==> src/rtl/wsct_pkg.sv <==
package wsct_pkg;

    // Coordinate width of the wall ends and of the path points
    localparam int COORD_BITS = 20;
    localparam int EXT_BITS   = COORD_BITS - 1;

    // Differences of two coordinates
    localparam int DW  = COORD_BITS + 1;
    // Height bound relative to the path start: base + extent - start
    localparam int BW  = COORD_BITS + 2;
    // One cross-product term, and the difference of two of them
    localparam int PW  = 2 * DW;
    localparam int NW  = PW + 1;
    // Split of a numerator or denominator for the height products
    localparam int LO_W = (NW + 1) / 2;
    localparam int HI_W = NW - LO_W;
    // Partial product widths and the recombined product width
    localparam int LPW = LO_W + 1 + BW;
    localparam int HPW = HI_W + BW;
    localparam int SW  = NW + BW;

    // Stream payload widths
    localparam int N_IN_FIELDS = 6;
    localparam int S_TDATA_W   = ((N_IN_FIELDS * COORD_BITS + 7) / 8) * 8;
    localparam int M_TDATA_W   = 8;

    // Pipeline depth from the accepting edge to the output register
    localparam int NSTAGE = 7;

    localparam int CFG_IDX_W = 3;

    typedef enum logic [CFG_IDX_W-1:0] {
        REG_WALL_AX = 3'd0,
        REG_WALL_AZ = 3'd1,
        REG_WALL_AY = 3'd2,
        REG_WALL_AH = 3'd3,
        REG_WALL_BX = 3'd4,
        REG_WALL_BZ = 3'd5,
        REG_WALL_BY = 3'd6,
        REG_WALL_BH = 3'd7
    } t_reg_idx;

    typedef struct packed {
        logic [NSTAGE-1:0] en;
        logic [NSTAGE-1:0] vld;
    } t_pipe_ctl;

endpackage

==> src/rtl/wsct_pipe_ctl.sv <==
module wsct_pipe_ctl
    import wsct_pkg::*;
(
    input  logic      i_clk,
    input  logic      i_rst_n,
    input  logic      i_in_valid,
    output logic      o_in_ready,
    output logic      o_out_valid,
    input  logic      i_out_ready,
    output t_pipe_ctl o_ctl
);

    logic [NSTAGE-1:0] r_vld;
    logic [NSTAGE-1:0] en;
    logic              chain;

    // A stage loads when it is empty or when the stage after it moves on
    always_comb begin
        chain = i_out_ready;
        for (int k = NSTAGE - 1; k >= 0; k--) begin
            en[k] = !r_vld[k] || chain;
            chain = en[k];
        end
    end

    always_ff @(posedge i_clk) begin
        if (!i_rst_n) begin
            r_vld <= '0;
        end else begin
            if (en[0]) begin
                r_vld[0] <= i_in_valid;
            end
            for (int k = 1; k < NSTAGE; k++) begin
                if (en[k]) begin
                    r_vld[k] <= r_vld[k-1];
                end
            end
        end
    end

    assign o_in_ready  = en[0];
    assign o_out_valid = r_vld[NSTAGE-1];
    assign o_ctl.en    = en;
    assign o_ctl.vld   = r_vld;

endmodule

==> config.mk <==
export PLATFORM = sky130hd
export DESIGN_NAME = wsct_pipe_ctl
export DESIGN_NICKNAME = d
export VERILOG_FILES = /design/src/rtl/wsct_pkg.sv /design/src/rtl/wsct_pipe_ctl.sv
export SDC_FILE = /design/constraint.sdc
export NUM_CORES = 1
export LEC_CHECK = 0
export BUFFER_PORTS_ARGS = -buffer_cell sky130_fd_sc_hd__buf_4
export CORE_AREA = 2 2 39 41
export CTS_CLUSTER_SIZE = 14
export DETAILED_ROUTE_END_ITERATION = 6
export DIE_AREA = 0 0 41 43
export GPL_TIMING_DRIVEN = 0
export HOLD_SLACK_MARGIN = 0.15
export SLEW_MARGIN = 10
export SYNTH_ARGS = -nofsm -noshare
export SYNTH_HDL_FRONTEND = slang
export SYNTH_SLANG_ARGS = --single-unit
==> constraint.sdc <==
create_clock -name i_clk -period 2.2 [get_ports i_clk]
set_input_delay 0.11 -clock i_clk [delete_from_list [all_inputs] [get_ports i_clk]]
set_output_delay 0.11 -clock i_clk [all_outputs]
set_load 0.005 [all_outputs]
==> results.txt <==
Lkg Pwr - 0.247 nW
Die Wd - 41 µm
Routed Antenna Nets - 0
Area leader, netlist - dfxtp_1
Vias in the first global route - 282
Max Cap Viol - 0
Initial Util - 22.0%
CTS Buffer Depth - 2
Die area - 1760 µm²
Fin crit period - 1600 ps
Maximum vdd drop - 239 µV
H-tree depth - 1
Drt total wl - 713 µm
Drt pass-1 iters - 4
Fin crit share - 72.8%
Total number of vias - 302
Largest Register - r_vld
PostCTS Resize Cnt - 0
CP startpoint kind - flop
Initial antenna violation count - 0
Worst path required time - 2400 ps
Crit. End Element - flop
Clock Root Buffer - clkbuf_4
Syn. warnings - 0
Max reg flops - 7
Worst-Skew Late Latency - 250 ps
Rows - 14
Worst Setup SP - r_vld[5]$_SDFFE_PN0P_
Postcts setup bufs - 0
Gpl congestion - 0.619
Fin. Hold Viols - 0
Port bufs - 19
Via density - 4.03
Inserted Clock Buffers - 3
Layout Skew - 3.36 ps
Critical path class - flop to flop
TNS Setup - 0 ps
RSZ-0062 raised after global routing - no
Critical Path Fanout Max - 6
Diode count - 0
Largest net degree at the start of global routing - 9
Die height - 43 µm
Avg Cell Area, Syn - 9.21 µm²
Arr. time, crit path - 1800 ps
Largest regs - r_vld: 7 flops
First-pass GRT wire length - 1.10 mm
Relative slew margins - 82.6%
Area Overhead vs Synth - 72.0%
Gr ovfl total - 0
Utilization after layout - 37.8%
Slew at the pin closest to its max-slew limit - 260 ps
Share of layout cells above drive strength 1 - 45.8%
Clock sink count - 7
CTS tree - done
Filler cell count - 150
Net count after synthesis - 37
Ports - 20
Total GRT Usage - 9.87%
Pwr/cell area - 516 nW/µm²
Post-route DRC - 0
Sequential fraction of the synthesis area - 46.1%
Core area - 1380 µm²
Synth unique cells - 14
Hold Path Class - input pin to flop
Finish-stage setup viols - 0
Synth top area cells - dfxtp_1 (46%), nand4b_4 (7.8%), nand2_1 (7.4%)
Synth Cell Area - 304 µm²
Drt initial violations - 1
DR WL/cell - 9.51 µm
Launch point of the worst reg-to-reg path - r_vld[5]$_SDFFE_PN0P_
Yosys top cell area share - 46.1%
Gate Count Post-Synth - 33
DP HPWL - 506 µm
Total design power - 270 µW
Fin. max-slew vios - 0
CTS clk-pin slew, worst paths - 50 ps
HP Start - i_out_ready
Fmax achieved - 625 MHz
Final net count - 64
Status - finished, final reports clean
Synth Register Bits - 7
-- power breakdown --
part | total (mW) | switching [mW] | internal [mW]
sequential | 0.132 | 0.00265 | 0.130
combinational | 0.0202 | 0.00629 | 0.0139
clock | 0.117 | 0.0480 | 0.0693
total | 0.270 | 0.0570 | 0.213
-- layer usage --
metal	vias up	track usage (%)	part of all wire (%)
met5	-	0	0
met4	0	10.0	0
met3	0	3.14	9.5
met2	13	13.1	50
met1	132	11.4	41
li1	157	-	-
-- logic make-up (layout without fill, tap and decap cells) --
family | count (synthesis) | after routing | synth area share, %
compound gates | 7 | 7 | 17.7
buf+inv | 7 | 33 | 11.1
flops | 7 | 7 | 46.1
simple gates | 12 | 12 | 25.1
-- cells in the mapped netlist --
master,count
a21boi_0,1
or2_4,1
nor2b_1,2
nor2_1,1
a21boi_2,1
o21a_1,3
nand4b_4,1
nor3_1,1
buf_4,2
inv_1,5
nand2_1,6
a21oi_1,1
dfxtp_1,7
o31ai_1,1
-- repair_timing --
action                                  in CTS  in global routing
hold buffers                                 3                  0
hold endpoints to repair                     5                  0
endpoints found under the setup margin       0                  0
-- worst max-delay path, cell delays in order, from the launching register on --
cell           delay, ps
dfxtp_1              430
nand4b_4             160
nor3_1               280
o21a_1               140
dlygate4sd3_1        530
-- per-stage QoR --
stage	instance area [µm²]	instances	setup WS, ps	hold slack [ps]
2_1_floorplan	304	33	1060	223
3_3_place_gp	467	68	884	322
3_5_place_dp	467	68	863	331
4_1_cts	523	75	577	205
5_1_grt	523	75	446	223
6_report	523	75	599	217
-- final cells by class --
| cell class | count | area (µm²) | area share (%) |
|---|---|---|---|
| Timing Repair Buffer | 22 | 173 | 33.0 |
| Inverter | 5 | 18.8 | 3.59 |
| Multi-Input combinational cell | 19 | 130 | 24.9 |
| Buffer | 2 | 15.0 | 2.87 |
| Sequential cell | 7 | 140 | 26.8 |
| Clock buffer | 4 | 26.3 | 5.02 |
| Tap cell | 16 | 20.0 | 3.83 |
-- final timing paths --
kind,endpoint,slack (ps),cells after the start
min,r_vld[6]$_SDFFE_PN0P_,220,3
max,r_vld[0]$_SDFFE_PN0P_,600,4
max reg2reg,r_vld[0]$_SDFFE_PN0P_,600,4
min reg2reg,r_vld[3]$_SDFFE_PN0P_,470,2
-- layout by cell type (no fill, tap or decap), drive strengths merged --
cell,n
nor3,1
clkbuf,4
a21oi,1
nand4b,1
a21boi,2
o21a,3
nor2b,2
o31ai,1
dlygate4sd3,3
dfxtp,7
inv,5
buf,21
nor2,1
or2,1
nand2,6
No activity file was read; power rests on OpenSTA's default activity.
